**config.mk**
```make
export PLATFORM = sky130hd
export DESIGN_NAME = fm_quadrature_demodulator
export DESIGN_NICKNAME = d
export VERILOG_FILES = /design/src/sv/fmqd_pkg.sv /design/src/sv/fmqd_datapath.sv /design/src/sv/fmqd_ctrl.sv /design/src/sv/fm_quadrature_demodulator.sv
export SDC_FILE = /design/constraint.sdc
export NUM_CORES = 2
export LEC_CHECK = 0
export ABC_AREA = 1
export BUFFER_PORTS_ARGS = -buffer_cell sky130_fd_sc_hd__buf_2
export CORE_UTILIZATION = 40
export CTS_CLUSTER_DIAMETER = 60
export DETAILED_ROUTE_END_ITERATION = 8
export PLACE_DENSITY = 0.62
export SYNTH_ARGS = -nofsm -noshare
export SYNTH_HDL_FRONTEND = slang
export SYNTH_HIERARCHICAL = 1
export SYNTH_SLANG_ARGS = --single-unit
```
**constraint.sdc**
```tcl
create_clock -name clk -period 26 [get_ports clk]
set_input_delay 7.8 -clock clk [delete_from_list [all_inputs] [get_ports clk]]
set_output_delay 7.8 -clock clk [all_outputs]
set_load 0.02 [all_outputs]
```
**src/sv/fmqd_pkg.sv**
```systemverilog
// ----------------------------------------------------------------------------
// fmqd_pkg
// Shared types and constants of the quarter-rate FM discriminator.
// ----------------------------------------------------------------------------
package fmqd_pkg;

	// Configuration register indexes.
	localparam logic [2:0] REG_TAP_OUTER  = 3'd0;
	localparam logic [2:0] REG_TAP_SECOND = 3'd1;
	localparam logic [2:0] REG_TAP_THIRD  = 3'd2;
	localparam logic [2:0] REG_TAP_FOURTH = 3'd3;
	localparam logic [2:0] REG_TAP_CENTER = 3'd4;
	localparam logic [2:0] REG_OUT_GAIN   = 3'd5;

	// Widths of the datapath.
	localparam int SAMP_W = 17;
	localparam int ACC_W  = 40;
	localparam int CRD_W  = 44;

	// Arctangent table in 1/65536 turns.
	function automatic logic [15:0] atan_entry(input logic [4:0] idx);
		logic [15:0] r;
		begin
			case (idx)
				5'd0: r = 16'd8192;
				5'd1: r = 16'd4836;
				5'd2: r = 16'd2555;
				5'd3: r = 16'd1297;
				5'd4: r = 16'd651;
				5'd5: r = 16'd326;
				5'd6: r = 16'd163;
				5'd7: r = 16'd81;
				5'd8: r = 16'd41;
				5'd9: r = 16'd20;
				5'd10: r = 16'd10;
				5'd11: r = 16'd5;
				5'd12: r = 16'd3;
				5'd13: r = 16'd1;
				5'd14: r = 16'd1;
				default: r = 16'd0;
			endcase
			return r;
		end
	endfunction

	// Commands from the controller to the datapath.
	typedef struct packed {
		logic load;       // take the sample, shift the delay lines
		logic clr_acc;    // clear the filter accumulators
		logic mac;        // one tap of multiply-accumulate
		logic crd_init;   // start the CORDIC from the accumulators
		logic crd_step;   // one CORDIC iteration
		logic scale;      // form the angle step and multiply by the gain
		logic finish;     // saturate into the output register
	} fmqd_cmd_t;

	typedef enum logic [6:0] {
		ST_IDLE  = 7'b0000001,
		ST_MAC   = 7'b0000010,
		ST_INIT  = 7'b0000100,
		ST_CRD   = 7'b0001000,
		ST_SCALE = 7'b0010000,
		ST_FIN   = 7'b0100000,
		ST_OUT   = 7'b1000000
	} fmqd_state_t;

endpackage

```
**src/sv/fmqd_datapath.sv**
```systemverilog
// ----------------------------------------------------------------------------
// fmqd_datapath
// Mixer, delay lines, shared tap multiplier, iterative CORDIC and output gain.
// ----------------------------------------------------------------------------
module fmqd_datapath #(
	parameter int TAPS = 9,
	parameter int TAP_W = 4,
	parameter int STEP_W = 5
) (
	input  logic                     clk,
	input  logic                     arst_n,
	input  fmqd_pkg::fmqd_cmd_t      cmd,
	input  logic [TAP_W-1:0]         tap_idx,
	input  logic [STEP_W-1:0]        step_idx,
	input  logic signed [15:0]       sample,
	input  logic [15:0]              cfg_q [6],
	output logic signed [15:0]       demod
);
	import fmqd_pkg::*;

	logic [1:0]                 mix_phase_q;
	logic signed [SAMP_W-1:0]   i_delay_q [TAPS];
	logic signed [SAMP_W-1:0]   q_delay_q [TAPS];
	logic signed [ACC_W-1:0]    acc_i_q, acc_q_q;
	logic signed [CRD_W-1:0]    x_q, y_q;
	logic [15:0]                z_q;
	logic [15:0]                last_angle_q;
	logic signed [33:0]         prod_q;
	logic signed [15:0]         demod_q;

	logic signed [SAMP_W-1:0]   s_ext, iv, qv;
	logic signed [15:0]         coef;
	logic [TAP_W-1:0]           tap_dist;
	logic [2:0]                 coef_sel;
	logic signed [SAMP_W+15:0]  prod_i, prod_q_w;
	logic signed [CRD_W-1:0]    xs, ys, x0, y0;
	logic                       zero_vec;
	logic signed [15:0]         step;
	logic signed [33:0]         mag;
	logic signed [33:0]         quo;

	// Mixer by a quarter of the sample rate.
	always_comb begin
		s_ext = SAMP_W'(sample);
		iv = '0;
		qv = '0;
		case (mix_phase_q)
			2'd0: iv = s_ext;
			2'd1: qv = -s_ext;
			2'd2: iv = -s_ext;
			default: qv = s_ext;
		endcase
	end

	// Coefficient selection by distance from the nearer end of the line.
	always_comb begin
		if (tap_idx < TAP_W'(TAPS - 1) - tap_idx)
			tap_dist = tap_idx;
		else
			tap_dist = TAP_W'(TAPS - 1) - tap_idx;
		if (int'(tap_dist) > 4)
			coef_sel = REG_TAP_CENTER;
		else
			coef_sel = 3'(tap_dist);
		coef = cfg_q[coef_sel];
		prod_i   = i_delay_q[tap_idx] * coef;
		prod_q_w = q_delay_q[tap_idx] * coef;
	end

	// CORDIC pre-rotation and shifted terms.
	always_comb begin
		zero_vec = (acc_i_q == '0) && (acc_q_q == '0);
		x0 = CRD_W'(acc_i_q);
		y0 = CRD_W'(acc_q_q);
		xs = x_q >>> step_idx;
		ys = y_q >>> step_idx;
		step = $signed(z_q - last_angle_q);
		mag = (prod_q < 0) ? -prod_q : prod_q;
		quo = (prod_q < 0) ? -(mag >>> 16) : (mag >>> 16);
	end

	always_ff @(posedge clk or negedge arst_n) begin
		if (!arst_n) begin
			mix_phase_q <= '0;
			last_angle_q <= '0;
			for (int t = 0; t < TAPS; t++) begin
				i_delay_q[t] <= '0;
				q_delay_q[t] <= '0;
			end
		end else begin
			if (cmd.load) begin
				mix_phase_q <= mix_phase_q + 2'd1;
				i_delay_q[0] <= iv;
				q_delay_q[0] <= qv;
				for (int t = 1; t < TAPS; t++) begin
					i_delay_q[t] <= i_delay_q[t-1];
					q_delay_q[t] <= q_delay_q[t-1];
				end
			end
			if (cmd.scale)
				last_angle_q <= z_q;
		end
	end

	// Accumulators, CORDIC registers and output scaling.
	always_ff @(posedge clk) begin
		if (cmd.clr_acc) begin
			acc_i_q <= '0;
			acc_q_q <= '0;
		end else if (cmd.mac) begin
			acc_i_q <= acc_i_q + ACC_W'(prod_i);
			acc_q_q <= acc_q_q + ACC_W'(prod_q_w);
		end
		if (cmd.crd_init) begin
			if (x0 < 0) begin
				x_q <= -x0;
				y_q <= -y0;
				z_q <= 16'd32768;
			end else begin
				x_q <= x0;
				y_q <= y0;
				z_q <= '0;
			end
		end else if (cmd.crd_step && !zero_vec) begin
			if (y_q >= 0) begin
				x_q <= x_q + ys;
				y_q <= y_q - xs;
				z_q <= z_q + atan_entry(5'(step_idx));
			end else begin
				x_q <= x_q - ys;
				y_q <= y_q + xs;
				z_q <= z_q - atan_entry(5'(step_idx));
			end
		end
		if (cmd.scale)
			prod_q <= 34'(step) * $signed({18'd0, cfg_q[5]});
		if (cmd.finish) begin
			if (quo > 34'sd32767)
				demod_q <= 16'sh7fff;
			else if (quo < -34'sd32768)
				demod_q <= 16'sh8000;
			else
				demod_q <= quo[15:0];
		end
	end

	assign demod = demod_q;

endmodule

```
**src/sv/fmqd_ctrl.sv**
```systemverilog
// ----------------------------------------------------------------------------
// fmqd_ctrl
// Sequencer for one item: taps, CORDIC steps, scaling and output handshake.
// ----------------------------------------------------------------------------
module fmqd_ctrl #(
	parameter int TAPS = 9,
	parameter int CORDIC_STEPS = 16,
	parameter int TAP_W = 4,
	parameter int STEP_W = 5
) (
	input  logic                  clk,
	input  logic                  arst_n,
	input  logic                  in_valid,
	output logic                  in_stall,
	output logic                  out_valid,
	input  logic                  out_stall,
	output fmqd_pkg::fmqd_cmd_t   cmd,
	output logic [TAP_W-1:0]      tap_idx,
	output logic [STEP_W-1:0]     step_idx
);
	import fmqd_pkg::*;

	fmqd_state_t state_q;
	logic [TAP_W-1:0]  tap_q;
	logic [STEP_W-1:0] step_q;
	logic              accept;

	assign accept = (state_q == ST_IDLE) && in_valid;
	assign in_stall = (state_q != ST_IDLE);
	assign out_valid = (state_q == ST_OUT);
	assign tap_idx = tap_q;
	assign step_idx = step_q;

	// Commands decoded from the state.
	always_comb begin
		cmd = '0;
		cmd.load = accept;
		cmd.clr_acc = accept;
		cmd.mac = (state_q == ST_MAC);
		cmd.crd_init = (state_q == ST_INIT);
		cmd.crd_step = (state_q == ST_CRD);
		cmd.scale = (state_q == ST_SCALE);
		cmd.finish = (state_q == ST_FIN);
	end

	always_ff @(posedge clk or negedge arst_n) begin
		if (!arst_n) begin
			state_q <= ST_IDLE;
			tap_q <= '0;
			step_q <= '0;
		end else begin
			case (state_q)
				ST_IDLE: begin
					if (in_valid) begin
						state_q <= ST_MAC;
						tap_q <= '0;
					end
				end
				ST_MAC: begin
					if (tap_q == TAP_W'(TAPS - 1))
						state_q <= ST_INIT;
					else
						tap_q <= tap_q + TAP_W'(1);
				end
				ST_INIT: begin
					step_q <= '0;
					state_q <= ST_CRD;
				end
				ST_CRD: begin
					if (step_q == STEP_W'(CORDIC_STEPS - 1))
						state_q <= ST_SCALE;
					else
						step_q <= step_q + STEP_W'(1);
				end
				ST_SCALE: state_q <= ST_FIN;
				ST_FIN: state_q <= ST_OUT;
				ST_OUT: begin
					if (!out_stall)
						state_q <= ST_IDLE;
				end
				default: state_q <= ST_IDLE;
			endcase
		end
	end

endmodule

```
**src/sv/fm_quadrature_demodulator.sv**
```systemverilog
// An accepted sample passes through the states MAC, INIT, CRD, SCALE and FIN,
// and the result is held in OUT until taken; in_stall stays high until then, as
// the shared tap multiplier walks the delay line and the CORDIC runs one step per cycle.
// Reset clears the delay lines, mixer phase and previous angle, and loads the
// default coefficients and gain.
// ----------------------------------------------------------------------------
// fm_quadrature_demodulator
// FM discriminator: fs/4 mixer, symmetric lowpass, CORDIC angle, difference.
// ----------------------------------------------------------------------------
module fm_quadrature_demodulator #(
	parameter int TAPS = 9,
	parameter int CORDIC_STEPS = 16
) (
	input  logic               clk,
	input  logic               arst_n,
	input  logic               in_valid,
	output logic               in_stall,
	input  logic signed [15:0] sample,
	output logic               out_valid,
	input  logic               out_stall,
	output logic signed [15:0] demod,
	input  logic               cfg_we,
	input  logic [2:0]         cfg_index,
	input  logic [15:0]        cfg_data
);
	import fmqd_pkg::*;

	localparam int TAP_W = $clog2(TAPS);
	localparam int STEP_W = $clog2(CORDIC_STEPS);

	logic [15:0] cfg_q [6];
	fmqd_cmd_t cmd;
	logic [TAP_W-1:0] tap_idx;
	logic [STEP_W-1:0] step_idx;

	// Configuration registers.
	always_ff @(posedge clk or negedge arst_n) begin
		if (!arst_n) begin
			cfg_q[REG_TAP_OUTER] <= 16'hffce;
			cfg_q[REG_TAP_SECOND] <= 16'd903;
			cfg_q[REG_TAP_THIRD] <= 16'hf20b;
			cfg_q[REG_TAP_FOURTH] <= 16'd7295;
			cfg_q[REG_TAP_CENTER] <= 16'd23637;
			cfg_q[REG_OUT_GAIN] <= 16'd3142;
		end else if (cfg_we && cfg_index <= REG_OUT_GAIN) begin
			cfg_q[cfg_index] <= cfg_data;
		end
	end

	fmqd_ctrl #(
		.TAPS(TAPS), .CORDIC_STEPS(CORDIC_STEPS), .TAP_W(TAP_W), .STEP_W(STEP_W)
	) u_ctrl (
		.clk(clk), .arst_n(arst_n), .in_valid(in_valid), .in_stall(in_stall),
		.out_valid(out_valid), .out_stall(out_stall), .cmd(cmd),
		.tap_idx(tap_idx), .step_idx(step_idx)
	);

	fmqd_datapath #(
		.TAPS(TAPS), .TAP_W(TAP_W), .STEP_W(STEP_W)
	) u_dp (
		.clk(clk), .arst_n(arst_n), .cmd(cmd), .tap_idx(tap_idx),
		.step_idx(step_idx), .sample(sample), .cfg_q(cfg_q), .demod(demod)
	);

endmodule
```
Yosys cells after proc, flatten, opt, wreduce, memory -nomap -nowiden:

Memories as Yosys holds them, arrays and structs flattened.
Cells that the tools add are included.

* $mul: 3
* reduce and logical (&&, ||, !) cells: 16
* $lt $le $gt $ge: 12
* equal/unequal tests: 18
* $add $sub $neg: 18
* mux-type cells: 47
* shifts and indexed selects: 2
* bitwise gates (word level): 3

Operators with widths (number)
* $mux W44: 8
* $mux W16: 14
* $bmux W17 S4: 2
* $bwmux W96: 1
* $add A44 B44 Y44: 2
* $neg A40 Y44: 2
* $sshr A44 B4 Y44: 2
* $sub A44 B44 Y44: 2
* $add A40 B33 Y40: 2
* $logic_not A40 Y1: 2
* $mux W17: 4
* $mux W34: 2
* $pmux W17 S2: 2
* $mul A17 B16 Y33: 2
* $pmux W7 S7: 1
* $bmux W16 S3: 1
* $demux W16 S3: 1
* $ge A44 B1 Y1 const B: 1
* $lt A40 B1 Y1 const B: 1
* $gt A34 B16 Y1 const B: 1
* $lt A34 B1 Y1 const B: 1
* $lt A34 B16 Y1 const B: 1
* $neg A18 Y34: 1
* $neg A34 Y34: 1
* 40 further kinds: 62

* bits in read-only memories: 448
* bits of input ports: 40
* memories kept: 2
* logic and storage cells: 157
* output and inout port bits: 18
* bits in registers: 669

Memories
* (name not given): depth 16, width 14, read ports 1, clocked after memory_dff 0, write ports 0, line fmqd_pkg.sv:24 `case (idx)`
* (name not given): depth 16, width 14, read ports 1, clocked after memory_dff 0, write ports 0, line fmqd_pkg.sv:24

Longest topological paths before layout:

* depth in word-level cells: 11
* gate-level depth with buffers: 50

Hierarchy:

The synthesis kept the hierarchy.

By module, submodules not included
* fmqd_datapath: sequential area each 14303.7 µm², cells each 10280, area each 75341.0 µm², instances 1
* fm_quadrature_demodulator: sequential area each 2464.9 µm², cells each 422, area each 3891.2 µm², instances 1
* fmqd_ctrl: sequential area each 376.6 µm², cells each 115, area each 909.6 µm², instances 1

Worst setup path before layout:

Ideal clock, no wire load.

* path kind: input to register
* from: input port sample[0]
* to: register u_dp/i_delay_q[150] (netlist name)
* arrival: 9.442 ns
* stages on the path: 12
* path slack: 16.471 ns
* path buffers: 0
* setup time: 0.087 ns
* cells stage by stage: inv_1 -> ha_1 -> nor3b_1 -> nand2_1 -> nor3_1 -> nand4_1 -> nor2_1 -> nand3_1 -> xnor2_1 -> inv_1 -> nand2_1 -> a22oi_1

* longest elaborated chain between the ends: 2

RTL lines
* start: declaration: line fm_quadrature_demodulator.sv:18 `input logic signed [15:0] sample,`
* $neg A16 Y17: line fmqd_datapath.sv:50 `2'd2: iv = -s_ext;`
* $pmux W17 S2: line fmqd_datapath.sv:47 `case (mix_phase_q)`
* end signal: indexed assignment: line fmqd_datapath.sv:96 `i_delay_q[t] <= i_delay_q[t-1];`
* end: declaration: line fmqd_datapath.sv:22 `logic signed [SAMP_W-1:0] i_delay_q [TAPS];`

Every way passes these cells.
A chain may end at the register's enable or synchronous reset.

Worst setup path after layout:

* from: register u_ctrl.tap_q[1], in the netlist u_ctrl/tap_idx[1]
* to: register u_dp.acc_q_q[39]

* longest elaborated chain between the ends: 11
* elaborated cells on any way between the ends: 15
* those cells by class: add/sub (2); mul (1); order compare (2); mux (8); bitwise (2)

RTL lines
* start: declaration: line fmqd_ctrl.sv:24 `logic [TAP_W-1:0] tap_q;`
* start signal: assignment: line fmqd_ctrl.sv:63 `tap_q <= tap_q + TAP_W'(1);`
* $sub A4 B4 Y4: line fmqd_datapath.sv:57, fmqd_datapath.sv:60
* $lt A4 B4 Y1: line fmqd_datapath.sv:57 `if (tap_idx < TAP_W'(TAPS - 1) - tap_idx)`
* $mux W4: line fmqd_datapath.sv:57
* $gt A4 B3 Y1: line fmqd_datapath.sv:61 `if (int'(tap_dist) > 4)`
* $mux W3: line fmqd_datapath.sv:61
* $not A3 Y4 (implied by the code): line fmqd_datapath.sv:65 `coef = cfg_q[coef_sel];`
* $bmux W16 S3: line fmqd_datapath.sv:65
* $mux W16 (implied by the code) (2 in a row): line fmqd_datapath.sv:65
* $mul A17 B16 Y33 (*): line fmqd_datapath.sv:67 `prod_q_w = q_delay_q[tap_idx] * coef;`
* $add A40 B33 Y40 (*): line fmqd_datapath.sv:112 `acc_q_q <= acc_q_q + ACC_W'(prod_q_w);`
* end signal: assignment: line fmqd_datapath.sv:112
* end: declaration: line fmqd_datapath.sv:24 `logic signed [ACC_W-1:0] acc_i_q, acc_q_q;`

Every way passes the cells marked *; elsewhere a longest branch is shown, timed or not. The select of a mux whose other input is x is not followed.

==> flow_summary.json <==
{
  "core-area_sq_um": 198000,
  "antenna_cells": 0,
  "status": "completed",
  "hold_ws_ns": 0.462,
  "grt_remaining_overflow": 0,
  "crit_family": "adder cells",
  "finalCritPeriodShare": 0.409,
  "grt.total_usage": 0.249,
  "grt_max_degree": 209,
  "areaGrowthSynthToFinish_pct": 6.96,
  "root_buffer": "clkbuf_16",
  "finalClockSkew_ns": 0.102,
  "antenna_found_initial": 1,
  "synth_area_sq_um": 80100,
  "cts_buffers": 95,
  "rsz0062_at_grt": "no",
  "fmax_mhz": 93.9,
  "async_reset_ff_frac": 0.651,
  "crit_path_max_incr_delay_ns": 0.82,
  "path_clk_slew_ns": 0.06,
  "synth_top_family_by_area": "adder cells",
  "synth-seq-cells": 668,
  "numPortBuffers": 57,
  "r2r_slack_ns": 15.35,
  "hold_depth": 2,
  "finalNonFillerCells": 13358,
  "synth.avg_cell_area_sq_um": 7.41,
  "cp.arrival_ns": 11.26,
  "cp_slowest_cell": "fa_1",
  "pre_cts_slack_ns": 15.26,
  "fin_ws_ns": 15.35,
  "dpl.hpwl_mm": 197,
  "synthAdderAreaFrac": 0.296,
  "yosys_warnings": 6,
  "drtAntennaViolNets": 0,
  "worstMarginPinSlew_ns": 1.33,
  "synthMuxAreaShare": 0.000390,
  "setup_violations": 0,
  "required_ns": 26.61,
  "gp_congestion": 0.951,
  "htree_levels": 3,
  "synth_edf_count": 153,
  "synth_top_area_cell": "fa_1",
  "syn_inst": 10817,
  "rr_startpoint": "u_ctrl/tap_idx[1]",
  "hp-start": "cfg_q[16]",
  "hold_viol": 0,
  "drv_cap": 0,
  "syn-num-nets": 12227,
  "dieHeight_um": 450,
  "ioPinCount": 58,
  "regToRegEndpoint": "u_dp/acc_q_q[39]",
  "cp_max_fo": 52,
  "insertion_delay_ns": 0.80,
  "slew_headroom": 0.112,
  "die_x_um": 450,
  "synthFlopType": "dfrtp_1",
  "wl_per_cell_um": 18.9,
  "drive_above_1_share": 0.0467,
  "worstSetupStartpointType": "flop",
  "grt_pass1_vias": 70813,
  "cp.buffers_inverters": 13,
  "route.detailed.drc": 0,
  "synth-compound-area-share": 0.121,
  "drt_iter0_markers": 6422,
  "cts_tree": "built",
  "critPathKind": "reg2reg",
  "ys_top_cells_by_area": "fa_1 22%, nand2_1 12%, dfrtp_1 12%",
  "vias": 70991,
  "routed_wl_mm": 252,
  "fin_crit_ns": 10.65,
  "synthSimpleGateAreaFrac": 0.230,
  "grt_pass1_wl_mm": 401,
  "synth.most_common_cell": "nand2_1",
  "drt-vias-per-instance": 5.31,
  "cts.sinks": 668,
  "hold_end": "cfg_q[16]",
  "synth.top_cell.area_share": 0.220,
  "cp_common_cell": "inv_1",
  "num_rows": 163,
  "tns_ns": 0,
  "ys_top_cells_by_count": "2626 x nand2_1, 1858 x inv_1, 927 x nor2_1",
  "yosysUniqueCellTypes": 73,
  "min_path_type": "reg2reg",
  "cts_buffer_depth": 3,
  "cts_setup_buffers": 0,
  "slew_violations": 0,
  "cts-resized-gates": 0,
  "dieArea_sq_um": 202000,
  "fillers": 20347,
  "yosysSeqAreaShare": 0.214,
  "start_util": 0.404,
  "cts.hold.buffers_added": 0,
  "rr_worst_depth": 41,
  "dp.cells": 13183,
  "final_nets": 12050,
  "synth_xor_area_frac": 0.0247,
  "end_kind": "flop",
  "dr.pass1.iters": 7
}
[through the flow]
step | utilization | area (sq um)
2_1_floorplan | - | 80100
3_3_place_gp | 0.416 | 82400
3_5_place_dp | 0.416 | 82400
4_1_cts | 0.432 | 85700
5_1_grt | 0.432 | 85700
6_report | 0.432 | 85700
[area by class of cell]
cell class | instances | area [sq um] | share of cell area
inverters | 1902 | 7150 | 0.0834
repair buffers | 136 | 913 | 0.0107
flip-flops and latches | 668 | 17200 | 0.200
well taps | 2640 | 3300 | 0.0385
multi-input cells | 7837 | 53900 | 0.629
clock inverters | 52 | 691 | 0.00806
clock buffers | 123 | 2590 | 0.0303
[routing by layer]
metal,vias up,track usage,part of all wire
met5,-,0,0.000052
met4,2,0.0797,0.033
met3,411,0.0362,0.065
met2,2444,0.403,0.46
met1,34376,0.340,0.44
li1,33758,-,-
[cells by family (layout without fill, tap and decap cells)]
| group | after synthesis | after routing |
|---|---|---|
| simple gates | 4489 | 4489 |
| fa+ha+maj | 1370 | 1370 |
| compound gates | 1750 | 1750 |
| mux | 3 | 3 |
| xor+xnor | 225 | 225 |
| flops | 668 | 668 |
| buf+inv | 2312 | 2213 |
[worst min-delay path: cells and delay by family, from the launching register on]
family	cells	cell delay (ns)
simple gates	2	0.09
flops	1	0.37
[flip-flops by register name, summed over array words and instances, names as in the netlist]
name,count
u_dp/i_delay_q,153
u_dp/q_delay_q,153
cfg_q,96
u_dp/x_q,44
u_dp/y_q,44
u_dp/acc_i_q,40
u_dp/acc_q_q,40
u_dp/prod_q,33
u_dp/demod,16
u_dp/last_angle_q,16
u_dp/z_q,16
u_ctrl/state_q,7
u_ctrl/step_idx,4
u_ctrl/tap_idx,4
u_dp/mix_phase_q,2
[how the worst max path moves through the flow]
stage,start,endpoint,slack (ns),depth (start not counted)
after floorplan,sample[0],u_dp/i_delay_q[150],16.47,12
after global placement,in_valid,u_dp/i_delay_q[108],15.30,6
after detailed placement,in_valid,u_dp/i_delay_q[4],15.26,6
after CTS,u_ctrl/tap_idx[1],u_dp/acc_q_q[39],15.40,41
after global routing,u_ctrl/tap_idx[1],u_dp/acc_q_q[39],14.64,41
final,u_ctrl/tap_idx[1],u_dp/acc_q_q[39],15.35,41
[layout by cell type, fill, tap and decap left out, drive strengths merged, types with 17 or more instances in the layout]
cell       n
dfrtp    384
edfxtp   153
clkbuf   123
xnor2     68
a21o      36
o21bai    30
fa       880
inv     1903
o211ai    50
ha       490
nand4     67
nor2     972
nand3    650
o21a      17
a22oi     49
a21oi    569
buf      136
xor2     157
nand2   2649
dfstp     51
clkinv    41
nor3      85
dfxtp     80
a211oi    23
or2       18
a31oi     61
o21ai    840
Power is not shown: default switching activity piles up to over one toggle a cycle in this logic, so the estimate is an artifact.
